[src/hdl/bite_pkg.sv]
package bite_pkg;

  localparam int unsigned IV_W      = 12;
  localparam int unsigned SCORE_W   = 16;
  localparam int unsigned TEMPO_W   = 16;
  localparam int unsigned CLS_W     = 2;
  localparam int unsigned CFG_IDX_W = 2;

  localparam int unsigned WINDOW_DEF = 8;

  localparam int unsigned BPM_W = 24;
  localparam logic [BPM_W-1:0] BPM_NUM_Q8 = 24'd15360000;

  localparam logic [IV_W-1:0] TICK_MAX    = 12'd4095;
  localparam logic [IV_W-1:0] MIN_IV_RST  = 12'd272;
  localparam logic [IV_W-1:0] MAX_IV_RST  = 12'd2500;

  localparam int unsigned DIV_DEN_W = IV_W;

  // operation codes
  localparam logic OP_TICK  = 1'b0;
  localparam logic OP_FRAME = 1'b1;

  // class codes
  localparam logic [CLS_W-1:0] CLS_BEAT     = 2'd0;
  localparam logic [CLS_W-1:0] CLS_DOWNBEAT = 2'd1;
  localparam logic [CLS_W-1:0] CLS_NONE     = 2'd2;

  // register indexes
  localparam logic [CFG_IDX_W-1:0] REG_MIN_IV = 2'd0;
  localparam logic [CFG_IDX_W-1:0] REG_MAX_IV = 2'd1;

  typedef struct packed {
    logic               operation;
    logic [SCORE_W-1:0] score_beat;
    logic [SCORE_W-1:0] score_downbeat;
    logic [SCORE_W-1:0] score_none;
  } in_item_t;

  typedef struct packed {
    logic [CLS_W-1:0]   winning_class;
    logic               tempo_updated;
    logic [TEMPO_W-1:0] tempo_q8;
  } out_item_t;

  typedef struct packed {
    logic busy;
    logic done;
  } div_stat_t;

endpackage

[src/hdl/bite_div.sv]
// Restoring divider, one quotient bit per cycle. Quotient shifts into the
// dividend register as the dividend bits shift out.
module bite_div #(
  parameter int unsigned NUM_W = bite_pkg::BPM_W,
  parameter int unsigned DEN_W = bite_pkg::DIV_DEN_W
) (
  input  logic                clk_i,
  input  logic                rst_ni,
  input  logic                start_i,
  input  logic [NUM_W-1:0]    num_i,
  input  logic [DEN_W-1:0]    den_i,
  output logic [NUM_W-1:0]    quo_o,
  output bite_pkg::div_stat_t stat_o
);
  import bite_pkg::*;

  localparam int unsigned CNT_W = $clog2(NUM_W + 1);

  logic [NUM_W-1:0] num_q, num_d;
  logic [DEN_W-1:0] den_q;
  logic [DEN_W-1:0] rem_q, rem_d;
  logic [CNT_W-1:0] cnt_q, cnt_d;
  logic             done_q, done_d;
  logic [DEN_W:0]   shifted;
  logic [DEN_W+1:0] diff;
  logic             qbit;

  assign shifted = {rem_q, num_q[NUM_W-1]};
  assign diff    = {1'b0, shifted} - {2'b00, den_q};
  assign qbit    = ~diff[DEN_W+1];

  always_comb begin
    num_d  = num_q;
    rem_d  = rem_q;
    cnt_d  = cnt_q;
    done_d = 1'b0;
    if (start_i) begin
      num_d = num_i;
      rem_d = '0;
      cnt_d = CNT_W'(NUM_W);
    end else if (cnt_q != '0) begin
      num_d  = {num_q[NUM_W-2:0], qbit};
      rem_d  = qbit ? diff[DEN_W-1:0] : shifted[DEN_W-1:0];
      cnt_d  = cnt_q - CNT_W'(1);
      done_d = (cnt_q == CNT_W'(1));
    end
  end

  always_ff @(posedge clk_i or negedge rst_ni) begin
    if (!rst_ni) begin
      cnt_q  <= '0;
      done_q <= 1'b0;
    end else begin
      cnt_q  <= cnt_d;
      done_q <= done_d;
    end
  end

  always_ff @(posedge clk_i) begin
    num_q <= num_d;
    rem_q <= rem_d;
    if (start_i) begin
      den_q <= den_i;
    end
  end

  assign quo_o       = num_q;
  assign stat_o.busy = (cnt_q != '0);
  assign stat_o.done = done_q;

endmodule

[src/hdl/beat_interval_tempo_estimator_unit.sv]
// Tick item: no result. Class-none frame or rejected beat: passes through ST_DONE
// into the output register; the next item is taken once the state is back in idle.
// Accepted beat: ST_BPM, ST_SMEAN, ST_MEAN, ST_DONE, then output register; the
// bit-serial divider (24 steps) runs twice, bpm then mean. Input ready only in
// idle; a finished result waits in the output register while ticks flow. Async
// active-low reset returns counter, tempo, sum, fill, slot and config to defaults; RAM kept.
module beat_interval_tempo_estimator_unit #(
  parameter int unsigned WINDOW = bite_pkg::WINDOW_DEF
) (
  input  logic                               clk_i,
  input  logic                               rst_ni,
  input  logic                               cfg_we_i,
  input  logic [bite_pkg::CFG_IDX_W-1:0]     cfg_idx_i,
  input  logic [bite_pkg::IV_W-1:0]          cfg_data_i,
  input  logic                               in_valid_i,
  output logic                               in_ready_o,
  input  bite_pkg::in_item_t                 in_item_i,
  output logic                               out_valid_o,
  input  logic                               out_ready_i,
  output bite_pkg::out_item_t                out_item_o
);
  import bite_pkg::*;

  // window geometry
  localparam int unsigned SUM_W  = TEMPO_W + $clog2(WINDOW);
  localparam int unsigned FILL_W = $clog2(WINDOW + 1);
  localparam int unsigned SLOT_W = (WINDOW > 1) ? $clog2(WINDOW) : 1;
  localparam int unsigned NUM_W  = (SUM_W > BPM_W) ? SUM_W : BPM_W;

  typedef enum logic [4:0] {
    ST_IDLE  = 5'b00001,  // waiting for an item
    ST_BPM   = 5'b00010,  // dividing constant by interval
    ST_SMEAN = 5'b00100,  // window updated, kick off mean division
    ST_MEAN  = 5'b01000,  // dividing sum by fill count
    ST_DONE  = 5'b10000   // result ready to load into output register
  } state_e;

  state_e state_q, state_d;

  // config registers
  logic [IV_W-1:0] min_iv_q, max_iv_q;

  // tempo tracking state
  logic [IV_W-1:0]    elapsed_q, elapsed_d;
  logic [SUM_W-1:0]   sum_q, sum_d;
  logic [FILL_W-1:0]  fill_q, fill_d;
  logic [SLOT_W-1:0]  slot_q, slot_d;
  logic [TEMPO_W-1:0] tempo_q, tempo_d;

  // window RAM, read port registered
  logic [TEMPO_W-1:0] win_mem [WINDOW];
  logic [TEMPO_W-1:0] old_q;
  logic               win_we;
  logic [TEMPO_W-1:0] bpm;

  // result under construction
  logic [CLS_W-1:0] cls_q, cls_d;
  logic             upd_q, upd_d;

  // output register
  logic      out_valid_q, out_valid_d;
  out_item_t out_item_q;
  logic      out_load;

  // divider hookup
  logic             div_start;
  logic [NUM_W-1:0] div_num;
  logic [DIV_DEN_W-1:0] div_den;
  logic [NUM_W-1:0] div_quo;
  div_stat_t        div_stat;

  // frame decode
  logic             in_acc;
  logic [CLS_W-1:0] cls_pick;
  logic             iv_ok;
  logic             win_full;

  bite_div #(
    .NUM_W (NUM_W),
    .DEN_W (DIV_DEN_W)
  ) u_div (
    .clk_i   (clk_i),
    .rst_ni  (rst_ni),
    .start_i (div_start),
    .num_i   (div_num),
    .den_i   (div_den),
    .quo_o   (div_quo),
    .stat_o  (div_stat)
  );

  assign in_ready_o = (state_q == ST_IDLE);
  assign in_acc     = in_valid_i && in_ready_o;

  // first maximum wins, ties go to the lower class
  always_comb begin
    logic [SCORE_W-1:0] best;
    cls_pick = CLS_BEAT;
    best     = in_item_i.score_beat;
    if (in_item_i.score_downbeat > best) begin
      cls_pick = CLS_DOWNBEAT;
      best     = in_item_i.score_downbeat;
    end
    if (in_item_i.score_none > best) begin
      cls_pick = CLS_NONE;
    end
  end

  // zero interval always rejected; crossed bounds reject everything
  assign iv_ok = (elapsed_q != '0) && (elapsed_q >= min_iv_q) && (elapsed_q <= max_iv_q);

  // bpm saturates at full scale for short intervals
  assign bpm = (div_quo[NUM_W-1:TEMPO_W] != '0) ? {TEMPO_W{1'b1}} : div_quo[TEMPO_W-1:0];

  assign win_full = (fill_q == FILL_W'(WINDOW));
  assign out_load = (state_q == ST_DONE) && (!out_valid_q || out_ready_i);

  always_comb begin
    state_d     = state_q;
    elapsed_d   = elapsed_q;
    sum_d       = sum_q;
    fill_d      = fill_q;
    slot_d      = slot_q;
    tempo_d     = tempo_q;
    cls_d       = cls_q;
    upd_d       = upd_q;
    win_we      = 1'b0;
    div_start   = 1'b0;
    div_num     = '0;
    div_den     = '0;
    out_valid_d = out_valid_q;

    if (out_valid_q && out_ready_i) begin
      out_valid_d = 1'b0;
    end

    case (state_q)
      ST_IDLE: begin
        if (in_acc) begin
          if (in_item_i.operation == OP_TICK) begin
            if (elapsed_q != TICK_MAX) begin
              elapsed_d = elapsed_q + IV_W'(1);
            end
          end else begin
            cls_d   = cls_pick;
            upd_d   = 1'b0;
            state_d = ST_DONE;
            if (cls_pick != CLS_NONE) begin
              elapsed_d = '0;
              if (iv_ok) begin
                upd_d     = 1'b1;
                div_start = 1'b1;
                div_num   = NUM_W'(BPM_NUM_Q8);
                div_den   = elapsed_q;
                state_d   = ST_BPM;
              end
            end
          end
        end
      end
      ST_BPM: begin
        if (div_stat.done) begin
          // oldest entry drops out once the window is full
          win_we = 1'b1;
          if (win_full) begin
            sum_d = sum_q - SUM_W'(old_q) + SUM_W'(bpm);
          end else begin
            sum_d  = sum_q + SUM_W'(bpm);
            fill_d = fill_q + FILL_W'(1);
          end
          if (slot_q == SLOT_W'(WINDOW - 1)) begin
            slot_d = '0;
          end else begin
            slot_d = slot_q + SLOT_W'(1);
          end
          state_d = ST_SMEAN;
        end
      end
      ST_SMEAN: begin
        div_start = 1'b1;
        div_num   = NUM_W'(sum_q);
        div_den   = DIV_DEN_W'(fill_q);
        state_d   = ST_MEAN;
      end
      ST_MEAN: begin
        if (div_stat.done) begin
          tempo_d = div_quo[TEMPO_W-1:0];
          state_d = ST_DONE;
        end
      end
      ST_DONE: begin
        if (out_load) begin
          out_valid_d = 1'b1;
          state_d     = ST_IDLE;
        end
      end
      default: begin
        state_d = ST_IDLE;
      end
    endcase
  end

  always_ff @(posedge clk_i or negedge rst_ni) begin
    if (!rst_ni) begin
      state_q     <= ST_IDLE;
      min_iv_q    <= MIN_IV_RST;
      max_iv_q    <= MAX_IV_RST;
      elapsed_q   <= '0;
      sum_q       <= '0;
      fill_q      <= '0;
      slot_q      <= '0;
      tempo_q     <= '0;
      out_valid_q <= 1'b0;
    end else begin
      state_q     <= state_d;
      elapsed_q   <= elapsed_d;
      sum_q       <= sum_d;
      fill_q      <= fill_d;
      slot_q      <= slot_d;
      tempo_q     <= tempo_d;
      out_valid_q <= out_valid_d;
      if (cfg_we_i) begin
        case (cfg_idx_i)
          REG_MIN_IV: min_iv_q <= cfg_data_i;
          REG_MAX_IV: max_iv_q <= cfg_data_i;
          default: begin
          end
        endcase
      end
    end
  end

  // payload registers, no reset
  always_ff @(posedge clk_i) begin
    cls_q <= cls_d;
    upd_q <= upd_d;
    if (out_load) begin
      out_item_q.winning_class <= cls_q;
      out_item_q.tempo_updated <= upd_q;
      out_item_q.tempo_q8      <= tempo_q;
    end
  end

  // window RAM: slot is stable through the bpm division, so old_q is settled
  always_ff @(posedge clk_i) begin
    if (win_we) begin
      win_mem[slot_q] <= bpm;
    end
    old_q <= win_mem[slot_q];
  end

  assign out_valid_o = out_valid_q;
  assign out_item_o  = out_item_q;

endmodule

[config.mk]
export PLATFORM = sky130hd
export DESIGN_NAME = beat_interval_tempo_estimator_unit
export DESIGN_NICKNAME = d
export VERILOG_FILES = /design/src/hdl/bite_pkg.sv /design/src/hdl/bite_div.sv /design/src/hdl/beat_interval_tempo_estimator_unit.sv
export SDC_FILE = /design/constraint.sdc
export NUM_CORES = 1
export LEC_CHECK = 0
export BUFFER_PORTS_ARGS = -buffer_cell sky130_fd_sc_hd__buf_2
export CAP_MARGIN = 10
export CORE_MARGIN = 2
export CORE_UTILIZATION = 55
export DETAILED_ROUTE_END_ITERATION = 7
export PLACE_DENSITY = 0.75
export SLEW_MARGIN = 20
export SYNTH_ARGS = -nofsm -noshare
export SYNTH_HDL_FRONTEND = slang
export SYNTH_HIERARCHICAL = 1
export SYNTH_SLANG_ARGS = --single-unit
[constraint.sdc]
create_clock -name clk_i -period 5.93 [get_ports clk_i]
set_input_delay 0.593 -clock clk_i [delete_from_list [all_inputs] [get_ports clk_i]]
set_output_delay 0.593 -clock clk_i [all_outputs]
set_load 0.03 [all_outputs]
---- Word-level counts from Yosys, hierarchy flattened ----
Memory sizes are Yosys's and may differ from the RTL's. A register that Yosys moved wholly into a read port is not among the register bits.
Index checks and enable logic that the tools add are counted.
operators by class
  add/sub/neg operators ................... 8
  magnitude comparators ................... 4
  equality and inequality tests ........... 17
  mux-type cells .......................... 46
  bitwise logic cells ..................... 2
  reduce and logical (&&, ||, !) cells .... 21
operators with widths
  operator                 number
  $mux W24                 6
  $mux W12                 8
  $pmux W24 S2             1
  $mux W5                  9
  $add A19 B16 Y19         2
  $gt A16 B16 Y1           2
  $mux W16                 2
  $pmux W5 S5              1
  $pmux W12 S2             1
  $mux W19                 1
  $sub A19 B16 Y19         1
  $mux W1                  14
  $sub A13 B12 Y14         1
  $add A12 B1 Y12 const B  1
  $ge A12 B12 Y1           1
  $le A12 B12 Y1           1
  $ne A12 B12 Y1 const B   1
  $reduce_bool A12 Y1      1
  $eq A5 B1 Y1 const B     2
  $ne A2 B1 Y1 const B     5
  $reduce_and A2 Y1        4
  $reduce_bool A8 Y1       1
  $reduce_and A3 Y1        2
  $eq A5 B2 Y1 const B     1
  other kinds (22)         29
word-level totals
  bits in registers ....................... 160
  bits in writable memories ............... 128
  bits of input ports ..................... 68
  output and inout port bits .............. 21
  memories ................................ 1
memories
  memory   words  width  rd ports  clocked after Yosys merged registers in  wr ports  RTL line                                  text
  win_mem  8      16     1         1                                        1         beat_interval_tempo_estimator_unit.sv:51  logic [TEMPO_W-1:0] win_mem [WINDOW];

---- Longest topological paths before layout ----
  depth after elaboration ................. 10
  depth in mapped cells ................... 25
  depth with buffers taken out ............ 23

---- Modules after synthesis ----
The synthesis kept the hierarchy.
modules (own cells, without submodules)
  module                              instances  cells each  area an instance (um2)  seq. area each (um2)
  beat_interval_tempo_estimator_unit  1          1,153       13,400.4                6,936.7
  bite_div                            1          233         2,806.4                 1,471.4

---- Worst setup path after synthesis ----
OpenSTA, ideal clock, no wires.
  path type ............................... input-to-reg
  start point ............................. in in_item_i[33] (netlist name)
  end point ............................... reg u_div.num_q[0] (netlist: u_div/quo_o[0]) (enable)
  arrival time ............................ 4.997 ns
  slack ................................... 0.552 ns
  stages .................................. 23
  buffers on the path ..................... 2
  cell sequence ........................... inv_1 ha_1 nor2b_1 o21a_1 o21a_1 o21ai_0 a21oi_1 o211ai_1 a31o_2 buf_2 buf_4 mux2i_1 ha_1 a21o_1 a21o_1 a21oi_1 o31ai_1 nor3_1 o21ai_2 nor2_4 or2_2 clkinv_1 nand2_1
on the way
  longest elaborated chain between the ends .. 10
ends and longest elaborated chain
  what                                   RTL line                                   text
  start, declared                        beat_interval_tempo_estimator_unit.sv:17   input bite_pkg::in_item_t in_item_i,
  $gt A16 B16 Y1                         beat_interval_tempo_estimator_unit.sv:99   if (in_item_i.score_downbeat > best) begin
  $mux W16                               beat_interval_tempo_estimator_unit.sv:99
  $gt A16 B16 Y1                         beat_interval_tempo_estimator_unit.sv:103  if (in_item_i.score_none > best) begin
  $mux W2 *                              beat_interval_tempo_estimator_unit.sv:103
  $ne A2 B2 Y1 *                         beat_interval_tempo_estimator_unit.sv:147  if (cls_pick != CLS_NONE) begin
  $mux W1 *                              beat_interval_tempo_estimator_unit.sv:147
  $mux W1 *                              beat_interval_tempo_estimator_unit.sv:139  if (in_item_i.operation == OP_TICK) begin
  $mux W1 *                              beat_interval_tempo_estimator_unit.sv:138  if (in_acc) begin
  $pmux W1 S2 *                          beat_interval_tempo_estimator_unit.sv:136  case (state_q)
  named net div_start                    beat_interval_tempo_estimator_unit.sv:66   logic div_start;
  $reduce_bool A2 Y1 (no source line) *  -
  end signal, assigned                   bite_div.sv:60                             num_q <= num_d;
  end, declared                          bite_div.sv:19                             logic [NUM_W-1:0] num_q, num_d;
Mark *: on every way through the listed nets, which the timed path passes. The rest lies on a longest branch.
A chain may end at the register's enable or synchronous reset.

---- Worst setup path after layout ----
  start point ............................. in in_item_i[17] (netlist name)
  end point ............................... reg u_div.num_q[10] (netlist: u_div/quo_o[10]) (enable)
Same word-level chain as after synthesis.

==> flow_summary.ini <==
[status]
status = finished clean

[global_routing]
grt_max_degree = 49
grt_pass1_wl_mm = 60.4
antenna_found_initial = 0
overflow = 0
grt_pass1_vias = 11200
grt_use_total = 0.248
top_usage_layer = met2
grtUsageMet1 = 0.347
met3_usage = 0.0400
grt.met2_usage = 0.410

[drt]
postRouteAntennaNets = 0
drtIter0Drc = 1134
drt-pass1-iter-count = 5
via_per_inst = 5.93
wire_per_inst_um = 19.6
wl_mm = 37.2
via_count = 11200
drc = 0

[synth]
yosys.cell_types.count = 89
synth_area_mm2 = 0.0162
syn-num-nets = 1585
yosysSeqAreaShare = 0.519
synthFlopType = edfxtp_1
avgSynthCellArea_um2 = 11.7
async_flop_share = 0.296
synth-edff-count = 186
yosys_warnings = 6
synthCells = 1386
ys_seq_elements = 304

[sta]
min_period_over_period = 0.838
tightestPinTransition_ns = 1.04
rsz0062_at_grt = false
timing.fmax_ghz = 0.201
final_hold_viol_count = 0
maxSlewHeadroom = 0.306
finalSetupViolations = 0
hold_slack_ns = 0.0689
slew_violations = 0
fin_crit_ns = 4.97
fin_worst_skew_ns = 0.0286
fin_tns_setup_ns = 0

[critical_path]
cp_num_cells = 23
path_cells = buf_2 > ha_1 > nor2b_1 > o21a_1 > o21a_1 > o21ai_0 > a21oi_1 > o211ai_1 > a31o_2 > buf_4 > mux2i_1 > ha_1 > a21o_1 > a21o_1 > a21oi_1 > nor2_1 > nor3_1 > o21ai_2 > nor2_4 > or2_2 > clkinv_1 > nand2_1 > buf_4
cp-start-kind = primary input
critPathSlowestCell = nor3_1
crit_required_ns = 6.11
slowest_delay_ns = 0.43
startpoint = in_item_i[17]
worstRegToRegCells = 14
r2r_start = u_div/quo_o[16]
endpoint_kind = flop
path_max_fanout = 24
critPathTopFamily = compound AO/OA/AOI/OAI gates
critical_path_arrival_ns = 5.15
crit_buf_inv = 4
path_class = primary input to flop

[pwr]
p_int_mw = 4.31
p_sw_mw = 1.60
pwr-share-seq = 0.446
combPwrFrac = 0.178
p_sw_frac = 0.270
clock_power_share = 0.377
p_leak_nw = 7.50
power.density_mw_per_mm2 = 322
ir_drop_uv = 240

[clock_network]
htree_num_levels = 2
cts_buffers = 34
cts_root_buffer = clkbuf_16
cts.sinks = 304
postCtsSetupRepairBufs = 0
worst_skew_pair.late_latency_ns = 0.53
clk_pin_slew_ns = 0.06
cts_repair_resize_count = 0
hold_buffers = 0
cts_buffer_depth = 3
tritoncts = done

[run]
drv_cap = 0

[final_layout]
drive_gt1_frac = 0.189
num_antenna_cells = 0
final_common_cell = edfxtp_1
nNetsFinal = 1683
synthToLayoutAreaGrowth_pct = 13.1
final_cells = 1894
final_cell_mix = 186 x edfxtp_1, 113 x ha_1, 96 x inv_1, 90 x nor2_1

[placed_design]
place_congestion = 0.865
port_buffers = 88
dp_hpwl_mm = 25.2
dp_cells = 1832

[die]
initial_core_util = 0.562
die_area_mm2 = 0.0309
die_w_um = 176
io_pins = 89
rows = 62
die_y_um = 176
coreArea_mm2 = 0.0289

[hold_path]
hold_class = primary input to asynchronous set/reset pin
==> metrics by stage <==
step	worst slack, ns	utilization	instance area, µm²	power (mW)
CTS	1.02	0.635	18300	5.93
global route	0.656	0.635	18300	6.19
global placement	0.634	0.594	17100	3.65
floorplan	0.552	-	16200	3.44
finish	0.959	0.635	18300	5.91
detailed placement	0.527	0.594	17100	3.71
==> flip-flops by register name (all words and copies together) (netlist names) <==
signal / cells
state_q: 5
out_valid_o: 1
u_div/done_q: 1
u_div/rem_q: 12
old_q: 16
fill_q: 4
win_mem: 128
tempo_q: 16
min_iv_q: 12
out_item_o: 19
max_iv_q: 12
slot_q: 3
upd_q: 1
u_div/den_q: 12
elapsed_q: 12
u_div/cnt_q: 5
cls_q: 2
u_div/quo_o: 24
sum_q: 19
==> routing by layer <==
metal  part of all wire  routed length, µm
met3              0.060               2240
met2               0.47              17600
met4              0.017                633
met1               0.45              16700
met5                  0                  0
==> cell type report <==
cell class	instances	area [µm²]
inverter	98	368
clock buffer	43	926
tap	384	480
multi-input combinational	939	7290
fill	2245	10500
sequential	304	8410
timing repair buffer	107	586
clock inverter	19	270
==> synth_stat cells (all sizes together) (9+ instances only) <==
library cell	n	area (µm²)
edfxtp	186	5590
ha	113	1410
inv	96	360
nor2	92	360
nand2	87	327
o21ai	86	442
dfrtp	82	2050
a21oi	67	350
mux2	60	676
mux2i	43	430
and2	29	183
clkbuf	28	105
dfxtp	28	561
a21o	27	203
xnor2	21	184
or2	20	125
xor2	19	166
fa	18	360
buf	17	83.8
nand4	17	106
a211oi	15	123
nor2b	15	93.8
nand2b	14	87.6
nand3	13	65.1
nor3	13	65.1
o211ai	13	103
nor4	12	75.1
o21a	12	90.1
a22oi	11	82.6
a221o	10	100
a221oi	10	93.8
a22o	9	78.8
o31ai	9	91.3
==> worst paths after layout <==
kind / to / slack (ns)
min in group clk_i: min_iv_q[5] / 0.29
min reg2reg: out_item_o[17] / 0.43
max: u_div/quo_o[10] / 0.96
max reg2reg: sum_q[16] / 1.49
max in group asynchronous: slot_q[2] / 4.72
min: max_iv_q[1] / 0.07
==> cells by family after synthesis <==
family	after synthesis	share of synthesized area
xor+xnor	40	0.0216
buf+inv	143	0.0344
other cells	1	0.000231
mux	107	0.0738
flops	304	0.519
compound gates	320	0.136
fa+ha+maj	131	0.109
simple gates	340	0.105
==> power by group through the flow <==
stage	registers [mW]	logic, mW	clock network, mW
after global placement	2.66	0.991	0
after global routing	2.66	1.19	2.34
after floorplan	2.60	0.833	0
after CTS	2.63	1.05	2.25
final	2.63	1.05	2.23
after detailed placement	2.67	1.04	0
==> worst register-to-register path, cell delays in order (launching register included) <==
cell       delay, ns
edfxtp_1        0.41
nor4_1          0.31
nand2_1         0.37
or2_2           0.53
fa_1            0.56
inv_1           0.07
fa_1            0.43
nor2b_1         0.23
o31a_1          0.27
o2111ai_1       0.19
a41o_1          0.31
o21ai_2         0.16
a31oi_1         0.12
xor2_1          0.17
a221oi_2        0.23
Note: power is estimated with default switching activity, not from simulation.
